`src/hdl/hwo_pkg.sv`:
```
`timescale 1ns / 1ps
// ----------------------------------------------------------------------------
// hwo_pkg
// shared types and constants of the additive harmonic oscillator
// ----------------------------------------------------------------------------
package hwo_pkg;

    // base waveform codes
    typedef enum logic [1:0] {
        WAVE_SINE   = 2'd0,
        WAVE_SAW    = 2'd1,
        WAVE_SQUARE = 2'd2,
        WAVE_TRI    = 2'd3
    } t_wave;

    // configuration register indexes
    localparam logic [1:0] CFG_IDX_WAVE  = 2'd0;
    localparam logic [1:0] CFG_IDX_COUNT = 2'd1;
    localparam logic [1:0] CFG_IDX_DECAY = 2'd2;

    localparam logic [1:0]  RST_WAVE  = 2'd0;
    localparam logic [3:0]  RST_COUNT = 4'd5;
    localparam logic [15:0] RST_DECAY = 16'd32768;

    // widths of the coefficient and datapath words
    localparam int unsigned POW_W     = 33;   // Q0.32 powers, up to one
    localparam int unsigned WEIGHT_W  = 25;   // Q0.24 weights, up to one
    localparam int unsigned BASE_W    = 34;   // low bits of time*freq that reach the phase
    localparam int unsigned CONTRIB_W = 36;   // signed per-harmonic term, Q.30

    localparam logic [32:0] ONE_Q32          = 33'h1_0000_0000;
    localparam logic [31:0] HALF_PI_Q30      = 32'd1686629713;
    localparam logic [31:0] SQUARE_SCALE_Q30 = 32'd1063004406;
    localparam logic [31:0] HALF_Q30         = 32'h2000_0000;

    localparam int OUT_MAX = 524287;
    localparam int OUT_MIN = -524288;

endpackage

```
`src/hdl/hwo_coef.sv`:
```
`timescale 1ns / 1ps
// ----------------------------------------------------------------------------
// hwo_coef
// decay powers and harmonic weights, rebuilt after reset and register writes
// ----------------------------------------------------------------------------
module hwo_coef #(
    parameter int MAX_HARMONICS = 8,
    parameter int CNT_W         = 4
) (
    input  logic                          i_clk,
    input  logic                          i_rst_n,
    input  logic                          i_start,
    input  logic [15:0]                   i_decay,
    input  logic [CNT_W-1:0]              i_count,
    output logic [hwo_pkg::POW_W-1:0]     o_pow    [MAX_HARMONICS],
    output logic [hwo_pkg::WEIGHT_W-1:0]  o_weight [MAX_HARMONICS],
    output logic                          o_busy
);

    localparam int IDX_W     = (MAX_HARMONICS > 1) ? $clog2(MAX_HARMONICS) : 1;
    localparam int NUM_W     = 57;
    localparam int DIV_LAST  = NUM_W - 1;
    localparam int BIT_W     = $clog2(NUM_W);
    localparam int WW        = hwo_pkg::WEIGHT_W;

    typedef enum logic [3:0] {
        ST_IDLE = 4'b0001,
        ST_POW  = 4'b0010,
        ST_MUL  = 4'b0100,
        ST_DIV  = 4'b1000
    } t_coef_state;

    t_coef_state r_state;
    logic [CNT_W-1:0] r_cnt;
    logic [IDX_W-1:0] r_idx;
    logic [BIT_W-1:0] r_bit;
    logic [32:0]      r_cur;
    logic [32:0]      r_pn;
    logic [32:0]      r_den;
    logic [32:0]      r_rem;
    logic [NUM_W-1:0] r_num;
    logic [WW-1:0]    r_q;
    logic [32:0]      r_pow [MAX_HARMONICS];
    logic [WW-1:0]    r_w   [MAX_HARMONICS];

    logic [48:0] w_cur_prod;
    logic [49:0] w_num_prod;
    logic [33:0] w_trial;
    logic        w_qbit;
    logic [33:0] w_diff;

    assign w_cur_prod = r_cur * i_decay;
    assign w_num_prod = r_pow[r_idx] * (17'h1_0000 - {1'b0, i_decay});
    assign w_trial    = {r_rem, r_num[NUM_W-1]};
    assign w_qbit     = (w_trial >= {1'b0, r_den});
    assign w_diff     = w_trial - {1'b0, r_den};

    always_ff @(posedge i_clk) begin
        if (!i_rst_n) begin
            r_state <= ST_POW;
            r_cnt   <= '0;
            r_cur   <= hwo_pkg::ONE_Q32;
        end else if (i_start) begin
            r_state <= ST_POW;
            r_cnt   <= '0;
            r_cur   <= hwo_pkg::ONE_Q32;
        end else begin
            unique case (r_state)
                ST_IDLE: begin
                    r_state <= ST_IDLE;
                end
                ST_POW: begin
                    if (int'(r_cnt) < MAX_HARMONICS) begin
                        r_pow[r_cnt[IDX_W-1:0]] <= r_cur;
                    end
                    if (r_cnt == i_count) begin
                        r_pn <= r_cur;
                    end
                    r_cur <= w_cur_prod[48:16];
                    r_cnt <= r_cnt + 1'b1;
                    if (int'(r_cnt) == MAX_HARMONICS) begin
                        r_state <= ST_MUL;
                        r_idx   <= '0;
                    end
                end
                ST_MUL: begin
                    r_num   <= {w_num_prod[48:0], 8'd0};
                    r_den   <= hwo_pkg::ONE_Q32 - r_pn;
                    r_rem   <= '0;
                    r_q     <= '0;
                    r_bit   <= '0;
                    r_state <= ST_DIV;
                end
                ST_DIV: begin
                    // restoring division, one quotient bit a cycle
                    r_rem <= w_qbit ? w_diff[32:0] : w_trial[32:0];
                    r_num <= {r_num[NUM_W-2:0], 1'b0};
                    r_q   <= {r_q[WW-2:0], w_qbit};
                    r_bit <= r_bit + 1'b1;
                    if (int'(r_bit) == DIV_LAST) begin
                        r_w[r_idx] <= {r_q[WW-2:0], w_qbit};
                        if (int'(r_idx) == MAX_HARMONICS - 1) begin
                            r_state <= ST_IDLE;
                        end else begin
                            r_idx   <= r_idx + 1'b1;
                            r_state <= ST_MUL;
                        end
                    end
                end
                default: r_state <= ST_IDLE;
            endcase
        end
    end

    assign o_pow    = r_pow;
    assign o_weight = r_w;
    assign o_busy   = (r_state != ST_IDLE);

endmodule

```
`config.mk`:
```
export PLATFORM = sky130hd
export DESIGN_NAME = hwo_coef
export DESIGN_NICKNAME = d
export VERILOG_FILES = /design/src/hdl/hwo_pkg.sv /design/src/hdl/hwo_coef.sv
export SDC_FILE = /design/constraint.sdc
export NUM_CORES = 2
export LEC_CHECK = 0
export ABC_AREA = 1
export BUFFER_PORTS_ARGS = -buffer_cell sky130_fd_sc_hd__buf_2
export CAP_MARGIN = 20
export CORE_MARGIN = 2
export CORE_UTILIZATION = 60
export DETAILED_ROUTE_END_ITERATION = 6
export PLACE_DENSITY = 0.9
export SYNTH_ARGS = -nofsm -noshare
export SYNTH_HDL_FRONTEND = slang
export SYNTH_SLANG_ARGS = --single-unit
```
`constraint.sdc`:
```
create_clock -name i_clk -period 32.2 [get_ports i_clk]
set_input_delay 4.83 -clock i_clk [delete_from_list [all_inputs] [get_ports i_clk]]
set_output_delay 4.83 -clock i_clk [all_outputs]
set_load 0.01 [all_outputs]
```
==> run summary <==
The flow ran to the end, but the final reports show violations. The checks that failed: DRC. The top-area cell type share of the netlist area is 0.305. The worst setup slack after placement came out at 18980 ps. Setup repair after global routing left no endpoint under its margin. The buffer depth of the longest clock path came out at 3.

In the post-synthesis netlist, the biggest area contributors are sky130_fd_sc_hd__edfxtp_1 (31%), sky130_fd_sc_hd__fa_1 (28%), sky130_fd_sc_hd__nand2_1 (9.9%). The most instantiated flip-flop cell in the synthesis netlist is sky130_fd_sc_hd__edfxtp_1. The worst path in the final design needs a cycle of 12730 ps, including I/O delays and setup. The combined global-route utilization of all metal layers came out at 0.400.

The first detailed-routing pass took 7 iterations. Summed over all layers, the global routing overflow is 0. Dividing the detail-routed wire length by the instance count gives 24.3 um.

In this run, synthesis produced a sequential element count of a little under 700. The cell type with the largest total area after synthesis is sky130_fd_sc_hd__edfxtp_1. The total area of sequential cells came out at slightly above 20000 um^2.

After filler insertion, the fill cell instance count of the layout stands at 7852. The clock-pin slew of the registers on the worst-case setup and hold paths is 60 ps. The detailed-routed wire length on met3 came out at between 30000 and 40000 um. In this run the tightest slew margin relative to its limit is 0.249. The synthesized instance count is around 7000. The via count of the first global-routing pass was 54000. The worst setup path is launched from an input pin. The max-slew violation total from the final report came out at 0. The library cell used most frequently in the layout, excluding fill and tap cells, is sky130_fd_sc_hd__nand2_1. The height of the die is 329 um. For the pin with the worst max-slew slack, the measured transition is approximately 1100 ps. The post-cts repair resize count is 0.

The post-synthesis net count is 8285. The non-filler instance count after layout is 8910. The number of maximum-capacitance constraint violations is 0. 488 I/O pins were placed. Entering global routing, the biggest net connects 71 pins.

The tightest min-delay check is of the register to register type. The cell repeated most along the worst path is sky130_fd_sc_hd__nand2_1. The final weighted congestion of routability-driven global placement is 1.05.

The final cell utilization of the core came out at 0.665. The number of nets in the finished design came out at 8676. The starting utilization of the core area is 0.604. The hold-fix buffer count after cts is 0. The async set-reset flop share out of synthesis came out at 0. The maximum resistive drop on vdd came out at about 0.00010 V. STA classifies the critical path endpoint as a register. The post-synthesis area per instance came out at 8.99 um^2.

Summed over all failing endpoints, the final setup total negative slack is 0 ps. The library cells used most frequently in the layout, excluding fill and tap cells, are sky130_fd_sc_hd__nand2_1 (1673), sky130_fd_sc_hd__inv_1 (1564), sky130_fd_sc_hd__fa_1 (896). The core area is between 100000 and 150000 um^2. The count of different cell masters after synthesis came out at 52. The number of buffers created by CTS is 73. The via count of the routed design is around 53000.

The post-synthesis to final-layout area growth came out at 10.1%. The half-perimeter wire length of the detailed placement result is ~160000 um. The initial antenna violation count came out at 10. The area of combinational cells with multiple inputs came out at between 30000 and 40000 um^2. Summed over all layers, the routed wires come to 216000 um. The number of warnings reported in the yosys synthesis log is 0. For this block, the initial DRC count from the detailed router was 6688. The synthesized cell area is 63500 um^2.

The leakage power is 33.2 nW. The cell sitting at the root of the clock tree is a sky130_fd_sc_hd__clkbuf_16. TritonCTS built the clock tree. The power density of the placed cells came out at 101 nW/um^2. The sink count of the clock tree is 686.

The delay contributed by the slowest stage of the critical path came out at 860 ps. Port buffering added a little under 500 buffers. The number of instances in the placed design came out at roughly 8800. The number of H-tree branching levels is 3.

The fraction of layout cells with a size suffix above 1 came out at 0.102. The wire length of the first global-routing pass came out at 321000 um. The worst clock skew on the final layout is 50.7 ps. The worst-path maximum fanout came out at 62. The required arrival time at the worst endpoint is 32600 ps. The count of antenna-violating nets left after detailed routing came out at 0. The arrival time reported for the critical path endpoint is 13140 ps.

In the routed design, unresolved DRC markers number 2. The cell with the largest stage delay on the worst path is sky130_fd_sc_hd__inv_1. The row count came out at between 100 and 150.

The detailed router used layers up to and including met5. The portion of the post-synthesis area used by sequential elements came out at 0.318. The number of setup buffers added after CTS is 0. Derived from the worst setup path, the maximum achievable clock frequency is 78.5 MHz. The share of the cycle needed by the critical path after routing came out at 0.395. The worst path meets setup with 19470 ps of slack. The critical path in this run is classified as input pin to register. The met2 wire length came out at 95700 um.

The hold violation total from the final report came to 0. The synthesized design contains 645 enable-type register cells. The number of setup violations in the final report is 0. From left edge to right edge, the die measures between 300 and 400 um.

The die footprint is 108000 um^2. The later-pin clock latency in the skew report came out at 670 ps. In the routed layout, each cell is associated on average with a via count of 5.91. After detailed routing, the wire length on met1 is 72900 um.
cell type report:
type / instances / area share
diodes: 9 / 0.000322
clock buffers: 91 / 0.0273
clock inverters: 41 / 0.00661
inverters: 1576 / 0.0848
multi-input cells: 4528 / 0.521
flip-flops and latches: 686 / 0.289
well taps: 1391 / 0.0249
repair buffers: 588 / 0.0463
sequential cells by signal (all words and copies together) (netlist names):
| register | cells |
|---|---|
| r_idx | 3 |
| r_state | 4 |
| r_rem | 33 |
| r_cnt | 4 |
| r_cur | 33 |
| r_pn | 33 |
| o_weight | 200 |
| r_num | 49 |
| r_den | 33 |
| o_pow | 264 |
| r_bit | 6 |
| r_q | 24 |
synthesized netlist by cell type (3+ instances only):
library cell and number:
sky130_fd_sc_hd__o21ai_0 170, sky130_fd_sc_hd__buf_1 18, sky130_fd_sc_hd__xor2_1 50, sky130_fd_sc_hd__edfxtp_1 645, sky130_fd_sc_hd__clkbuf_1 205, sky130_fd_sc_hd__nor2_1 688
sky130_fd_sc_hd__o22ai_1 61, sky130_fd_sc_hd__a22o_1 9, sky130_fd_sc_hd__buf_2 39, sky130_fd_sc_hd__clkinv_1 5, sky130_fd_sc_hd__buf_6 5, sky130_fd_sc_hd__a31oi_1 10
sky130_fd_sc_hd__nand4_1 49, sky130_fd_sc_hd__buf_4 5, sky130_fd_sc_hd__o21a_1 4, sky130_fd_sc_hd__nand3b_1 10, sky130_fd_sc_hd__a21o_1 6, sky130_fd_sc_hd__o21bai_1 24
sky130_fd_sc_hd__nor3_1 53, sky130_fd_sc_hd__o211ai_1 9, sky130_fd_sc_hd__ha_1 304, sky130_fd_sc_hd__inv_2 4, sky130_fd_sc_hd__dfxtp_1 41, sky130_fd_sc_hd__inv_1 1564
sky130_fd_sc_hd__nor3_2 3, sky130_fd_sc_hd__a21boi_0 10, sky130_fd_sc_hd__and2_1 5, sky130_fd_sc_hd__nand2_1 1675, sky130_fd_sc_hd__a221oi_1 7, sky130_fd_sc_hd__fa_1 896
sky130_fd_sc_hd__or2_2 23, sky130_fd_sc_hd__xnor2_1 21, sky130_fd_sc_hd__a21oi_1 210, sky130_fd_sc_hd__nand3_1 189, sky130_fd_sc_hd__nor4_1 13, sky130_fd_sc_hd__nand2_2 9
kinds of logic after synthesis:
logic type | after synthesis | synth area share
AOI/OAI and AO/OA | 528 | 0.0464
xor gates and xnor gates | 72 | 0.0102
adders and majority gates | 1200 | 0.343
buffers and inverters | 1848 | 0.111
DFF | 686 | 0.318
and+or+nand+nor | 2728 | 0.172
stage by stage:
stage	instance area, um^2	hold WS (ps)	power [mW]
floorplan	63500	451	4.54
global placement	67400	469	5.96
detailed placement	67400	470	6.07
CTS	69800	482	6.93
global route	69800	507	7.64
finish	69900	484	7.03
power breakdown:
group          switching (mW)  total, mW  leakage, nW  internal (mW)
Combinational            3.37       5.06         25.8           1.69
Sequential             0.0373       1.13         6.31           1.09
Clock                   0.384      0.839         1.11          0.455
Total                    3.79       7.03         33.2           3.24
critical path: cells and delay by family:
family          cells  cell delay [ps]
fa+ha+maj           7             3440
compound gates      1              450
buf+inv             9             2120
simple gates       16             2110
final timing paths:
path | startpoint | to | slack (ps) | cells after the start
worst max-delay path | i_decay[0] | r_num[37]$_DFFE_PP_ | 19470 | 33
worst min-delay path | r_pn[0]$_DFFE_PP_ | r_den[0]$_DFFE_PP_ | 480 | 0
worst max register to register | r_idx[1]$_SDFFCE_PN0P_ | r_num[44]$_DFFE_PP_ | 22370 | 32
worst min register to register | r_pn[0]$_DFFE_PP_ | r_den[0]$_DFFE_PP_ | 480 | 0
routing by layer:
metal,up-vias,GRT usage
met5,-,0
met4,6,0.236
met3,909,0.144
met2,4202,0.616
met1,25300,0.486
li1,22300,-
Note: power is estimated with default switching activity, not from simulation.
